[config.mk]
export PLATFORM = sky130hd
export DESIGN_NAME = playfair_stream_encrypt
export DESIGN_NICKNAME = d
export VERILOG_FILES = /design/src/rtl/core/pfe_pkg.sv /design/src/rtl/core/playfair_stream_encrypt.sv /design/src/rtl/core/pfe_front.sv /design/src/rtl/core/pfe_queue.sv /design/src/rtl/core/pfe_back.sv
export SDC_FILE = /design/constraint.sdc
export NUM_CORES = 1
export LEC_CHECK = 0
export BUFFER_PORTS_ARGS = -buffer_cell sky130_fd_sc_hd__buf_2
export CORE_MARGIN = 2
export CORE_UTILIZATION = 64
export DETAILED_ROUTE_END_ITERATION = 7
export HOLD_SLACK_MARGIN = 0.1
export PLACE_DENSITY = 0.82
export RECOVER_POWER = 50
export SYNTH_ARGS = -nofsm -noshare
export SYNTH_HDL_FRONTEND = slang
export SYNTH_SLANG_ARGS = --single-unit
export TNS_END_PERCENT = 30
[constraint.sdc]
create_clock -name clock -period 4.8 [get_ports clock]
set_input_delay 1.2 -clock clock [delete_from_list [all_inputs] [get_ports clock]]
set_output_delay 1.2 -clock clock [all_outputs]
set_load 0.01 [all_outputs]
[src/rtl/core/pfe_pkg.sv]
// Shared types, constants and helpers for the Playfair stream encipherer.
// Used by the front, queue, back and top-level modules; no dependencies.
`default_nettype none

package pfe_pkg;

   localparam int LETTER_W  = 5;
   localparam int ROW_W     = 25;
   localparam int NUM_ROWS  = 5;
   localparam int CSR_IDX_W = 3;

   localparam logic [LETTER_W-1:0] CODE_I = 5'd8;
   localparam logic [LETTER_W-1:0] CODE_J = 5'd9;
   localparam logic [LETTER_W-1:0] CODE_X = 5'd23;

   localparam logic [7:0] ASCII_UP_A = 8'h41;
   localparam logic [7:0] ASCII_UP_Z = 8'h5A;
   localparam logic [7:0] ASCII_LO_A = 8'h61;
   localparam logic [7:0] ASCII_LO_Z = 8'h7A;

   localparam logic [CSR_IDX_W-1:0] CSR_KEY_ROW0 = 3'd0;
   localparam logic [CSR_IDX_W-1:0] CSR_KEY_ROW1 = 3'd1;
   localparam logic [CSR_IDX_W-1:0] CSR_KEY_ROW2 = 3'd2;
   localparam logic [CSR_IDX_W-1:0] CSR_KEY_ROW3 = 3'd3;
   localparam logic [CSR_IDX_W-1:0] CSR_KEY_ROW4 = 3'd4;

   localparam logic [ROW_W-1:0] KEY_ROW0_RST = 25'd10755244;
   localparam logic [ROW_W-1:0] KEY_ROW1_RST = 25'd17283508;
   localparam logic [ROW_W-1:0] KEY_ROW2_RST = 25'd25942713;
   localparam logic [ROW_W-1:0] KEY_ROW3_RST = 25'd6848868;
   localparam logic [ROW_W-1:0] KEY_ROW4_RST = 25'd2149955;

   typedef logic [ROW_W-1:0] key_row_type;
   typedef key_row_type [NUM_ROWS-1:0] key_square_type;

   // one digraph (or an empty end marker) queued for the back end
   typedef struct packed {
      logic [LETTER_W-1:0] first;
      logic [LETTER_W-1:0] second;
      logic                last;
      logic                empty;
   } job_type;

   typedef struct packed {
      logic [2:0] row;
      logic [2:0] col;
   } pos_type;

   function automatic logic [LETTER_W-1:0] cell_at(input key_square_type sq,
                                                   input logic [2:0] row,
                                                   input logic [2:0] col);
      return sq[row][LETTER_W*col +: LETTER_W];
   endfunction

   function automatic logic [2:0] step5(input logic [2:0] idx);
      return (idx == 3'd4) ? 3'd0 : idx + 3'd1;
   endfunction

   // first match in row-major order; no match gives row 0, column 0
   function automatic pos_type locate(input logic [LETTER_W-1:0] code,
                                      input key_square_type sq);
      logic [LETTER_W-1:0] key;
      pos_type             pos;
      key = (code == CODE_J) ? CODE_I : code;
      pos = '0;
      for (int r = NUM_ROWS - 1; r >= 0; r--) begin
         for (int c = 4; c >= 0; c--) begin
            if (sq[r][LETTER_W*c +: LETTER_W] == key) begin
               pos.row = 3'(r);
               pos.col = 3'(c);
            end
         end
      end
      return pos;
   endfunction

endpackage

`default_nettype wire

[src/rtl/core/playfair_stream_encrypt.sv]
// Top level of the Playfair stream encipherer: key square registers, front
// end, job queue and back end. Depends on pfe_pkg, pfe_front, pfe_queue, pfe_back.
//
//   channel   dir  handshake              payload
//   req_*     in   req_tvalid/req_tready  tdata[7:0] plaintext byte, tlast end of message
//   rsp_*     out  rsp_tvalid/rsp_tready  tdata[7:0] cipher letter, tuser empty, tlast
//   csr_*     in   csr_we                 csr_addr row index, csr_wdata[24:0] key row
//
// One request per cycle is taken while the queue has room; a request that
// yields two digraphs holds req_tready low until its second digraph is queued.
// Each digraph leaves the output register as two response letters, an empty
// end marker as one; the locate stage can take the next job meanwhile.
// Reset is synchronous and loads the default key square.
// Either side may stall; the queue absorbs up to QUEUE_DEPTH jobs.
`default_nettype none

module playfair_stream_encrypt #(
   parameter int QUEUE_DEPTH = 4
) (
   input  wire logic        clock,
   input  wire logic        reset,
   input  wire logic        req_tvalid,
   output logic             req_tready,
   input  wire logic [7:0]  req_tdata,   // [7:0] in_char
   input  wire logic        req_tlast,
   output logic             rsp_tvalid,
   input  wire logic        rsp_tready,
   output logic [7:0]       rsp_tdata,   // [7:0] out_letter
   output logic             rsp_tuser,   // [0] out_empty
   output logic             rsp_tlast,
   input  wire logic        csr_we,
   input  wire logic [2:0]  csr_addr,
   input  wire logic [24:0] csr_wdata
);
   import pfe_pkg::*;

   key_square_type key_sq_ff;
   logic           push, q_full, q_nonempty, pop;
   job_type        push_job, head_job;

   always_ff @(posedge clock) begin
      if (reset) begin
         key_sq_ff[0] <= KEY_ROW0_RST;
         key_sq_ff[1] <= KEY_ROW1_RST;
         key_sq_ff[2] <= KEY_ROW2_RST;
         key_sq_ff[3] <= KEY_ROW3_RST;
         key_sq_ff[4] <= KEY_ROW4_RST;
      end else if (csr_we) begin
         case (csr_addr)
            CSR_KEY_ROW0: key_sq_ff[0] <= csr_wdata;
            CSR_KEY_ROW1: key_sq_ff[1] <= csr_wdata;
            CSR_KEY_ROW2: key_sq_ff[2] <= csr_wdata;
            CSR_KEY_ROW3: key_sq_ff[3] <= csr_wdata;
            CSR_KEY_ROW4: key_sq_ff[4] <= csr_wdata;
            default: ;
         endcase
      end
   end

   pfe_front u_front (
      .clock      (clock),
      .reset      (reset),
      .req_tvalid (req_tvalid),
      .req_tready (req_tready),
      .req_tdata  (req_tdata),
      .req_tlast  (req_tlast),
      .push       (push),
      .push_job   (push_job),
      .q_full     (q_full)
   );

   pfe_queue #(
      .DEPTH (QUEUE_DEPTH)
   ) u_queue (
      .clock    (clock),
      .reset    (reset),
      .push     (push),
      .push_job (push_job),
      .full     (q_full),
      .pop      (pop),
      .head_job (head_job),
      .nonempty (q_nonempty)
   );

   pfe_back u_back (
      .clock      (clock),
      .reset      (reset),
      .key_sq     (key_sq_ff),
      .q_nonempty (q_nonempty),
      .head_job   (head_job),
      .pop        (pop),
      .rsp_tvalid (rsp_tvalid),
      .rsp_tready (rsp_tready),
      .rsp_tdata  (rsp_tdata),
      .rsp_tuser  (rsp_tuser),
      .rsp_tlast  (rsp_tlast)
   );

endmodule

`default_nettype wire

[src/rtl/core/pfe_front.sv]
// Front end: filters and folds request bytes, pairs letters into digraph jobs.
// Depends on pfe_pkg; feeds pfe_queue.
`default_nettype none

module pfe_front (
   input  wire logic            clock,
   input  wire logic            reset,
   input  wire logic            req_tvalid,
   output logic                 req_tready,
   input  wire logic [7:0]      req_tdata,
   input  wire logic            req_tlast,
   output logic                 push,
   output pfe_pkg::job_type     push_job,
   input  wire logic            q_full
);
   import pfe_pkg::*;

   logic [LETTER_W-1:0] pend_letter_ff, pend_letter_in;
   logic                pend_valid_ff, pend_valid_in;
   job_type             extra_job_ff, extra_job_in;
   logic                extra_valid_ff, extra_valid_in;

   logic                accept;
   logic                is_upper, is_lower, have;
   logic [LETTER_W-1:0] code;
   job_type             job1, job2;
   logic                job1_valid, job2_valid;

   assign is_upper   = (req_tdata >= ASCII_UP_A) && (req_tdata <= ASCII_UP_Z);
   assign is_lower   = (req_tdata >= ASCII_LO_A) && (req_tdata <= ASCII_LO_Z);
   assign have       = is_upper || is_lower;
   assign req_tready = !extra_valid_ff && !q_full;
   assign accept     = req_tvalid && req_tready;

   always_comb begin
      code           = is_lower ? LETTER_W'(req_tdata - ASCII_LO_A)
                                : LETTER_W'(req_tdata - ASCII_UP_A);
      job1           = '0;
      job2           = '0;
      job1_valid     = 1'b0;
      job2_valid     = 1'b0;
      pend_letter_in = pend_letter_ff;
      pend_valid_in  = pend_valid_ff;
      if (have && !pend_valid_ff) begin
         if (req_tlast) begin
            job1       = '{first: code, second: CODE_X, last: 1'b1, empty: 1'b0};
            job1_valid = 1'b1;
         end else begin
            pend_letter_in = code;
            pend_valid_in  = 1'b1;
         end
      end else if (have && pend_letter_ff == code) begin
         job1       = '{first: pend_letter_ff, second: CODE_X, last: 1'b0, empty: 1'b0};
         job1_valid = 1'b1;
         if (req_tlast) begin
            job2       = '{first: code, second: CODE_X, last: 1'b1, empty: 1'b0};
            job2_valid = 1'b1;
         end else begin
            pend_letter_in = code;
         end
      end else if (have) begin
         job1          = '{first: pend_letter_ff, second: code, last: req_tlast, empty: 1'b0};
         job1_valid    = 1'b1;
         pend_valid_in = 1'b0;
      end else if (req_tlast) begin
         job1_valid = 1'b1;
         if (pend_valid_ff) begin
            job1 = '{first: pend_letter_ff, second: CODE_X, last: 1'b1, empty: 1'b0};
         end else begin
            job1 = '{first: '0, second: '0, last: 1'b1, empty: 1'b1};
         end
      end
      if (req_tlast) begin
         pend_letter_in = '0;
         pend_valid_in  = 1'b0;
      end
   end

   always_comb begin
      extra_job_in   = extra_job_ff;
      extra_valid_in = extra_valid_ff;
      if (extra_valid_ff) begin
         push     = !q_full;
         push_job = extra_job_ff;
         if (!q_full) begin
            extra_valid_in = 1'b0;
         end
      end else begin
         push     = accept && job1_valid;
         push_job = job1;
         if (accept && job2_valid) begin
            extra_job_in   = job2;
            extra_valid_in = 1'b1;
         end
      end
   end

   always_ff @(posedge clock) begin
      if (reset) begin
         pend_letter_ff <= '0;
         pend_valid_ff  <= 1'b0;
         extra_valid_ff <= 1'b0;
      end else begin
         if (accept) begin
            pend_letter_ff <= pend_letter_in;
            pend_valid_ff  <= pend_valid_in;
         end
         extra_valid_ff <= extra_valid_in;
      end
      extra_job_ff <= extra_job_in;
   end

endmodule

`default_nettype wire

[src/rtl/core/pfe_queue.sv]
// Short job queue between the front and back ends.
// Depends on pfe_pkg for the job type.
`default_nettype none

module pfe_queue #(
   parameter int DEPTH = 4
) (
   input  wire logic             clock,
   input  wire logic             reset,
   input  wire logic             push,
   input  wire pfe_pkg::job_type push_job,
   output logic                  full,
   input  wire logic             pop,
   output pfe_pkg::job_type      head_job,
   output logic                  nonempty
);
   import pfe_pkg::*;

   localparam int PTR_W = (DEPTH > 1) ? $clog2(DEPTH) : 1;
   localparam int CNT_W = $clog2(DEPTH + 1);

   job_type            mem_ff [DEPTH];
   logic [PTR_W-1:0]   wr_ptr_ff, wr_ptr_in;
   logic [PTR_W-1:0]   rd_ptr_ff, rd_ptr_in;
   logic [CNT_W-1:0]   count_ff, count_in;
   logic               do_push, do_pop;

   assign full     = (count_ff == CNT_W'(DEPTH));
   assign nonempty = (count_ff != '0);
   assign do_push  = push && !full;
   assign do_pop   = pop && nonempty;
   assign head_job = mem_ff[rd_ptr_ff];

   always_comb begin
      wr_ptr_in = wr_ptr_ff;
      rd_ptr_in = rd_ptr_ff;
      count_in  = count_ff;
      if (do_push) begin
         wr_ptr_in = (wr_ptr_ff == PTR_W'(DEPTH - 1)) ? '0 : wr_ptr_ff + 1'b1;
      end
      if (do_pop) begin
         rd_ptr_in = (rd_ptr_ff == PTR_W'(DEPTH - 1)) ? '0 : rd_ptr_ff + 1'b1;
      end
      if (do_push && !do_pop) begin
         count_in = count_ff + 1'b1;
      end else if (do_pop && !do_push) begin
         count_in = count_ff - 1'b1;
      end
   end

   always_ff @(posedge clock) begin
      if (reset) begin
         wr_ptr_ff <= '0;
         rd_ptr_ff <= '0;
         count_ff  <= '0;
      end else begin
         wr_ptr_ff <= wr_ptr_in;
         rd_ptr_ff <= rd_ptr_in;
         count_ff  <= count_in;
      end
      if (do_push) begin
         mem_ff[wr_ptr_ff] <= push_job;
      end
   end

endmodule

`default_nettype wire

[src/rtl/core/pfe_back.sv]
// Back end: locates digraph letters in the key square, applies the cipher
// rules and streams two response letters per job, or one empty response for an end marker. Depends on pfe_pkg.
`default_nettype none

module pfe_back (
   input  wire logic             clock,
   input  wire logic             reset,
   input  wire pfe_pkg::key_square_type key_sq,
   input  wire logic             q_nonempty,
   input  wire pfe_pkg::job_type head_job,
   output logic                  pop,
   output logic                  rsp_tvalid,
   input  wire logic             rsp_tready,
   output logic [7:0]            rsp_tdata,
   output logic                  rsp_tuser,
   output logic                  rsp_tlast
);
   import pfe_pkg::*;

   // locate stage
   logic                loc_valid_ff;
   logic                loc_last_ff, loc_empty_ff;
   pos_type             loc_p1_ff, loc_p2_ff;
   pos_type             p1_in, p2_in;

   // output stage
   logic                out_valid_ff;
   logic                out_phase_ff;
   logic [LETTER_W-1:0] out_x_ff, out_y_ff;
   logic                out_last_ff, out_empty_ff;
   logic [LETTER_W-1:0] x_in, y_in;

   logic                out_done, out_free, load_out, loc_free;
   logic [LETTER_W-1:0] cur_code;

   assign out_done = out_valid_ff && rsp_tready && (out_phase_ff || out_empty_ff);
   assign out_free = !out_valid_ff || out_done;
   assign load_out = loc_valid_ff && out_free;
   assign loc_free = !loc_valid_ff || load_out;
   assign pop      = q_nonempty && loc_free;

   assign p1_in = locate(head_job.first, key_sq);
   assign p2_in = locate(head_job.second, key_sq);

   always_comb begin
      if (loc_p1_ff.row == loc_p2_ff.row) begin
         x_in = cell_at(key_sq, loc_p1_ff.row, step5(loc_p1_ff.col));
         y_in = cell_at(key_sq, loc_p2_ff.row, step5(loc_p2_ff.col));
      end else if (loc_p1_ff.col == loc_p2_ff.col) begin
         x_in = cell_at(key_sq, step5(loc_p1_ff.row), loc_p1_ff.col);
         y_in = cell_at(key_sq, step5(loc_p2_ff.row), loc_p2_ff.col);
      end else begin
         x_in = cell_at(key_sq, loc_p1_ff.row, loc_p2_ff.col);
         y_in = cell_at(key_sq, loc_p2_ff.row, loc_p1_ff.col);
      end
   end

   assign cur_code   = out_phase_ff ? out_y_ff : out_x_ff;
   assign rsp_tvalid = out_valid_ff;
   assign rsp_tdata  = out_empty_ff ? 8'h00 : ASCII_UP_A + {3'b000, cur_code};
   assign rsp_tuser  = out_empty_ff;
   assign rsp_tlast  = out_last_ff && (out_phase_ff || out_empty_ff);

   always_ff @(posedge clock) begin
      if (reset) begin
         loc_valid_ff <= 1'b0;
         out_valid_ff <= 1'b0;
         out_phase_ff <= 1'b0;
      end else begin
         if (pop) begin
            loc_valid_ff <= 1'b1;
         end else if (load_out) begin
            loc_valid_ff <= 1'b0;
         end
         if (load_out) begin
            out_valid_ff <= 1'b1;
            out_phase_ff <= 1'b0;
         end else if (out_done) begin
            out_valid_ff <= 1'b0;
            out_phase_ff <= 1'b0;
         end else if (out_valid_ff && rsp_tready) begin
            out_phase_ff <= 1'b1;
         end
      end
      if (pop) begin
         loc_p1_ff    <= p1_in;
         loc_p2_ff    <= p2_in;
         loc_last_ff  <= head_job.last;
         loc_empty_ff <= head_job.empty;
      end
      if (load_out) begin
         out_x_ff     <= x_in;
         out_y_ff     <= y_in;
         out_last_ff  <= loc_last_ff;
         out_empty_ff <= loc_empty_ff;
      end
   end

endmodule

`default_nettype wire

Yosys cells after proc, flatten, opt, wreduce, memory -nomap -nowiden. Memories as Yosys holds them, arrays and structs flattened. A register that Yosys moved wholly into a read port is not among the register bits. Cells that the tools add are included.

Register bits after elaboration: 180. RAM bits: 48. Output and inout port bits: 12. Word-level logic and storage cells: 295. Memories: 1.

Add/subtract/negate cells: 11. $mul: 4. Order comparisons: 8. Equality and inequality tests: 67. Shift-type cells: 6. Mux-type cells: 105. Bitwise operators: 2. Reduce and logical (&&, ||, !) cells: 55.

Memories: u_queue.mem_ff (depth 4, bits a word 12, read ports 1, clocked after memory_dff 1, write ports 1, line pfe_queue.sv:22) `job_type mem_ff [DEPTH];`.

Operators with widths (count): binary-select mux 25 bit (select 3 bit) (4); equality test 5 bit (51); two-way mux 5 bit (31); indexed part select 25 x 7 -> 5 bit (6); two-way mux 25 bit (4); two-way mux 12 bit (7); two-way mux 6 bit (10); two-way mux 4 bit (10); OR reduction 20 bit (2); multiplier 3 x 3 -> 6 bit (first input constant) (4); two-way mux 3 bit (8); two-way mux 1 bit (22); OR reduction 10 bit (2); equality test 3 bit (second input constant) (6); logical AND 1 bit (17); greater-or-equal comparator 8 x 7 -> 1 bit (second input constant) (2); <= comparator 8 x 7 -> 1 bit (second input constant) (2); less-than comparator 3 x 4 -> 1 bit (second input constant) (4); two-way mux 2 bit (8); adder 3 x 1 -> 3 bit (second input constant) (5); AND reduction 2 bit (7); equality test 5 x 4 -> 1 bit (second input constant) (2); OR reduction 5 bit (2); subtractor 5 x 1 -> 5 bit (second input constant) (2); other kinds (19) (40).

Longest topological paths before layout.
Depth after elaboration: 27. Mapped depth: 15. Gate-level depth less buffers: 14.

By module. From an unflattened synthesis, not the netlist that was laid out.

Cells, all modules: 1982. Area total of the unflattened synthesis: 18619.1 sq um.

By module, submodules not included: pfe_back (times used 1, cells an instance 1275, area each 10336.2 sq um, sequential area each 840.8 sq um); playfair_stream_encrypt (times used 1, cells an instance 468, area each 4929.7 sq um, sequential area each 2502.4 sq um); pfe_queue (times used 1, cells an instance 112, area each 2220.9 sq um, sequential area each 1621.6 sq um); pfe_front (times used 1, cells an instance 127, area each 1132.3 sq um, sequential area each 320.3 sq um).

Worst setup path before layout. No wires, ideal clock.

Path type: input-to-reg. From: input port req_tdata[0]. To: register u_queue.count_ff[2]. Arrival time: 4.371 ns. Data required time: 4.730 ns. Setup slack: 0.359 ns. Stages: 15. Path through: clkbuf_1 inv_1 ha_1 or3b_2 o311ai_0 a31oi_1 and2_1 o21ai_0 a21oi_1 ha_1 inv_1 fa_1 xor2_1 or3_1 a21oi_1.

Longest elaborated chain between the ends: 13.

Ends and longest elaborated chain: start: declaration (line playfair_stream_encrypt.sv:24) `input wire logic [7:0] req_tdata,`; greater-or-equal comparator 8 x 7 -> 1 bit / <= comparator 8 x 7 -> 1 bit (equally long branches) (line pfe_front.sv:30) `assign is_lower = (req_tdata >= ASCII_LO_A) && (req_tdata <= ASCII_LO_Z);`; logical AND 1 bit (line pfe_front.sv:30); two-way mux 5 bit (line pfe_front.sv:36) `code = is_lower ? LETTER_W'(req_tdata - ASCII_LO_A)`; equality test 5 bit (line pfe_front.sv:52) `end else if (have && pend_letter_ff == code) begin`; logical AND 1 bit (line pfe_front.sv:52); two-way mux 1 bit (line pfe_front.sv:52); two-way mux 1 bit * (line pfe_front.sv:44) `if (have && !pend_valid_ff) begin`; logical AND 1 bit * (line pfe_front.sv:89) `push = accept && job1_valid;`; two-way mux 1 bit * (line pfe_front.sv:82) `if (extra_valid_ff) begin`; logical AND 1 bit * (line pfe_queue.sv:30) `assign do_push = push && !full;`; via u_queue.do_push (line pfe_queue.sv:26) `logic do_push, do_pop;`; zero test 1 bit (line pfe_queue.sv:46) `end else if (do_pop && !do_push) begin`; logical AND 1 bit (line pfe_queue.sv:46); nonzero test 2 bit (no source line); end signal: assignment (line pfe_queue.sv:59) `count_ff <= count_in;`; end: declaration (line pfe_queue.sv:25) `logic [CNT_W-1:0] count_ff, count_in;`.

The timed path passes the listed nets; every way through them passes the cells marked *. A chain may end at the register's enable or synchronous reset.

Worst setup path in the final report. Ends and elaborated chain as after synthesis.

==> impl_metrics.tcl <==
set metrics [dict create \
    track_usage_pct 44.09 \
    ctsHoldBuffers 0 \
    drt-total-wl_um 64090 \
    ys_ff_latch 224 \
    grt_max_degree 115 \
    fin_crit_ps 3930 \
    cp_data_arrival_time_ps 4360 \
    maxCapViolCount 4 \
    crit_family "simple AND/OR/NAND/NOR gates" \
    worstReg2RegEnd "u_back.loc_p2_ff[1]$_SDFFCE_PP0P_" \
    antenna_cells 0 \
    synthToLayoutAreaGrowth_pct 4.438 \
    synth_compound_area_share_pct 13.99 \
    wl_per_cell_um 27.53 \
    cp-start-kind "primary input" \
    whs_path_depth 0 \
    critPathBufInv 4 \
    nNetsFinal 1994 \
    violations "capacitance limit, slew limit" \
    worst-slew-pin-transition_ps 2059 \
    first_pass_iters 7 \
    synth_xor_area_share_pct 11.14 \
    gr-total-overflow 0 \
    clock.fmax_ghz 0.2545 \
    p_leak_nw 6.659 \
    final_common_cell "nand2_1" \
    cts_tree "done" \
    drt_first_iter_violations 2893 \
    cp_data_required_time_ps 5230 \
    cts-resized-gates 0 \
    syn_area_sq_um 17930 \
    cellPowerDensity_nw_per_um2 657.0 \
    drc 0 \
    slowest_stage "or3b_2" \
    setup_tns_ps 0 \
    hold_path_end "u_back.out_last_ff$_DFFE_PP_" \
    synth_top_family_by_area "multiplexers" \
    fin_crit_sh_pct 81.87 \
    grt_first_pass_wirelength_um 95770 \
    place_congestion 1.025 \
    slew_violations 193 \
    clock-sinks 224 \
    clkTransAtPathRegs_ps 60 \
    synth_area_leader_cell "dfxtp_1" \
    die_x_um 171.4 \
    hpwl_um 45200 \
    rows 61 \
    skew_ps 15.15 \
    synthArstFlopShare_pct 0 \
    htree_num_levels 1 \
    avgViaCountPerCell 7.078 \
    yosys.area_share.adder_pct 1.368 \
    synth_simple_gate_area_share_pct 18.50 \
    nFillCells 2224 \
    end_kind "register" \
    r2r_cells 8 \
    grt_pass1_vias 15074 \
    cp_max_fo 9 \
    yosys.area.top_type_share_pct 16.08 \
    fp.coreArea_sq_um 27710 \
    antenna_found_initial 1 \
    rsz0062_at_grt "false" \
    ios 54 \
    cts_setup_buffers 0 \
    io_buffers 52 \
    vdd_ir_drop_max_uv 392.1 \
    outcome "finished, violations left" \
    finalSetupViolations 0 \
    die_h_um 171.4 \
    synth_edf_count 80 \
    multi_input_area_sq_um 11480 \
    drive_gt1_share_pct 13.79 \
    syn_nets 2134 \
    die_area_sq_um 29370 \
    postRouteAntennaNets 0 \
    crit_chain "buf_2, inv_1, ha_1, or3b_2, o311ai_0, a31oi_1, and2_1, o21ai_0, a21oi_1, buf_4, ha_1, inv_1, fa_1, xor2_1, or3_1, a21oi_1" \
    yosysWarnings 0 \
    hold_viol_final 0 \
    muxShareOfSynthArea_pct 18.86 \
    num_vias 16478 \
    yosysSeqAreaShare_pct 29.48 \
    synth.distinct_cells 79 \
    relSlewSlack_pct -37.28 \
    clk_latency_ps 540 \
    cts_root_buf "clkbuf_16" \
    avgSynthCellArea_sq_um 8.649 \
    rrSetupSlack_ps 890 \
    final_util_pct 67.59 \
    seqCellArea_sq_um 5285 \
    synth_flop_cell "dfxtp_1" \
    hold_start "u_back.loc_last_ff$_DFFE_PP_" \
    cp_slowest_stage_delay_ps 490 \
    numCtsBuffers 24 \
    start_util_pct 64.72 \
    synth_cells 2073 \
    clockBufferDepth 3 \
    critPathKind "in2reg" \
    hold_class "reg2reg" \
    yosys-top-cells-area "dfxtp_1 16%, mux4_2 13%, edfxtp_1 13%" \
    layout_common_cells "306 x nand2_1, 176 x xnor2_1, 149 x a21oi_1" \
]
## where the power goes
part           internal [mW]  switching [mW]
logic                   3.18            4.69
clock network           1.07           0.775
registers               2.28           0.303
total                   6.53            5.77
## stage by stage
step / hold slack [ps] / power, mW / instances / worst slack [ps] / cell area (sq um)
6_report: 421.6 / 12.30 / 2328 / 870.3 / 18730
5_1_grt: 440.9 / 12.80 / 2328 / 506.6 / 18730
4_1_cts: 420.4 / 11.98 / 2328 / 893.1 / 18760
3_5_place_dp: 406.3 / 10.15 / 2285 / 449.3 / 17980
3_3_place_gp: 406.0 / 10.06 / 2285 / 674.5 / 17980
2_1_floorplan: 400.3 / 8.094 / 2073 / 358.6 / 17930
## state kept, by name (all words and copies together), names as in the netlist, 2 cells and up, named ones only
register                cells
key_sq_ff                 125
u_back.loc_p1_ff            6
u_back.loc_p2_ff            6
u_back.out_x_ff             5
u_back.out_y_ff             5
u_front.extra_job_ff        6
u_front.pend_letter_ff      5
u_queue.count_ff            3
u_queue.mem_ff             48
u_queue.rd_ptr_ff           2
u_queue.wr_ptr_ff           2
## per-layer routing
metal | GRT usage, % | up-vias | part of all wire [%]
met3 | 13.62 | 279 | 14
met4 | 26.42 | 0 | 7.4
met5 | 0 | - | 0
li1 | - | 7073 | -
met2 | 64.73 | 1328 | 42
met1 | 57.29 | 7798 | 36
## how the worst max path moves through the flow
| stage | startpoint | endpoint | slack, ps | cells after the start |
|---|---|---|---|---|
| global placement | req_tdata[0] | u_queue.count_ff[2]$_SDFFE_PP0P_ | 670 | 16 |
| floorplan | req_tdata[0] | u_queue.count_ff[2]$_SDFFE_PP0P_ | 360 | 15 |
| finish | req_tdata[0] | u_queue.count_ff[2]$_SDFFE_PP0P_ | 870 | 16 |
| CTS | register | u_back.loc_p2_ff[1]$_SDFFCE_PP0P_ | 890 | 8 |
| global route | register | u_back.loc_p1_ff[5]$_SDFFCE_PP0P_ | 510 | 9 |
| detailed placement | req_tdata[0] | u_queue.count_ff[2]$_SDFFE_PP0P_ | 450 | 16 |
## synth_stat cells (15+ instances only)
cell type,n
nor2b_1,17
mux2i_1,87
a22oi_1,29
nand3b_1,55
buf_1,60
a21o_1,23
o22a_1,25
buf_2,17
xor2_1,52
ha_1,18
nand2_1,306
edfxtp_1,80
nor4_1,15
o22ai_1,16
nand3_1,46
dfxtp_1,144
xnor2_1,176
o21ai_0,100
mux4_2,107
nor3_1,41
nand4_1,40
inv_1,24
nor2_1,111
a21oi_1,151
clkbuf_1,176
## logic make-up after synthesis
group | Yosys count
simple gates | 693
compound gates | 409
buf+inv | 296
xor+xnor | 228
flops | 224
mux | 203
fa+ha+maj | 19
other cells | 1
## final cells by class
| class | count | share of cell area, % |
|---|---|---|
| clock buffer | 34 | 3.515 |
| clock inverter | 9 | 0.6348 |
| inverter | 27 | 0.5412 |
| multi-input combinational | 1553 | 61.29 |
| sequential | 224 | 28.22 |
| tap | 378 | 2.526 |
| timing repair buffer | 103 | 3.274 |
Note: power is estimated with default switching activity, not from simulation.
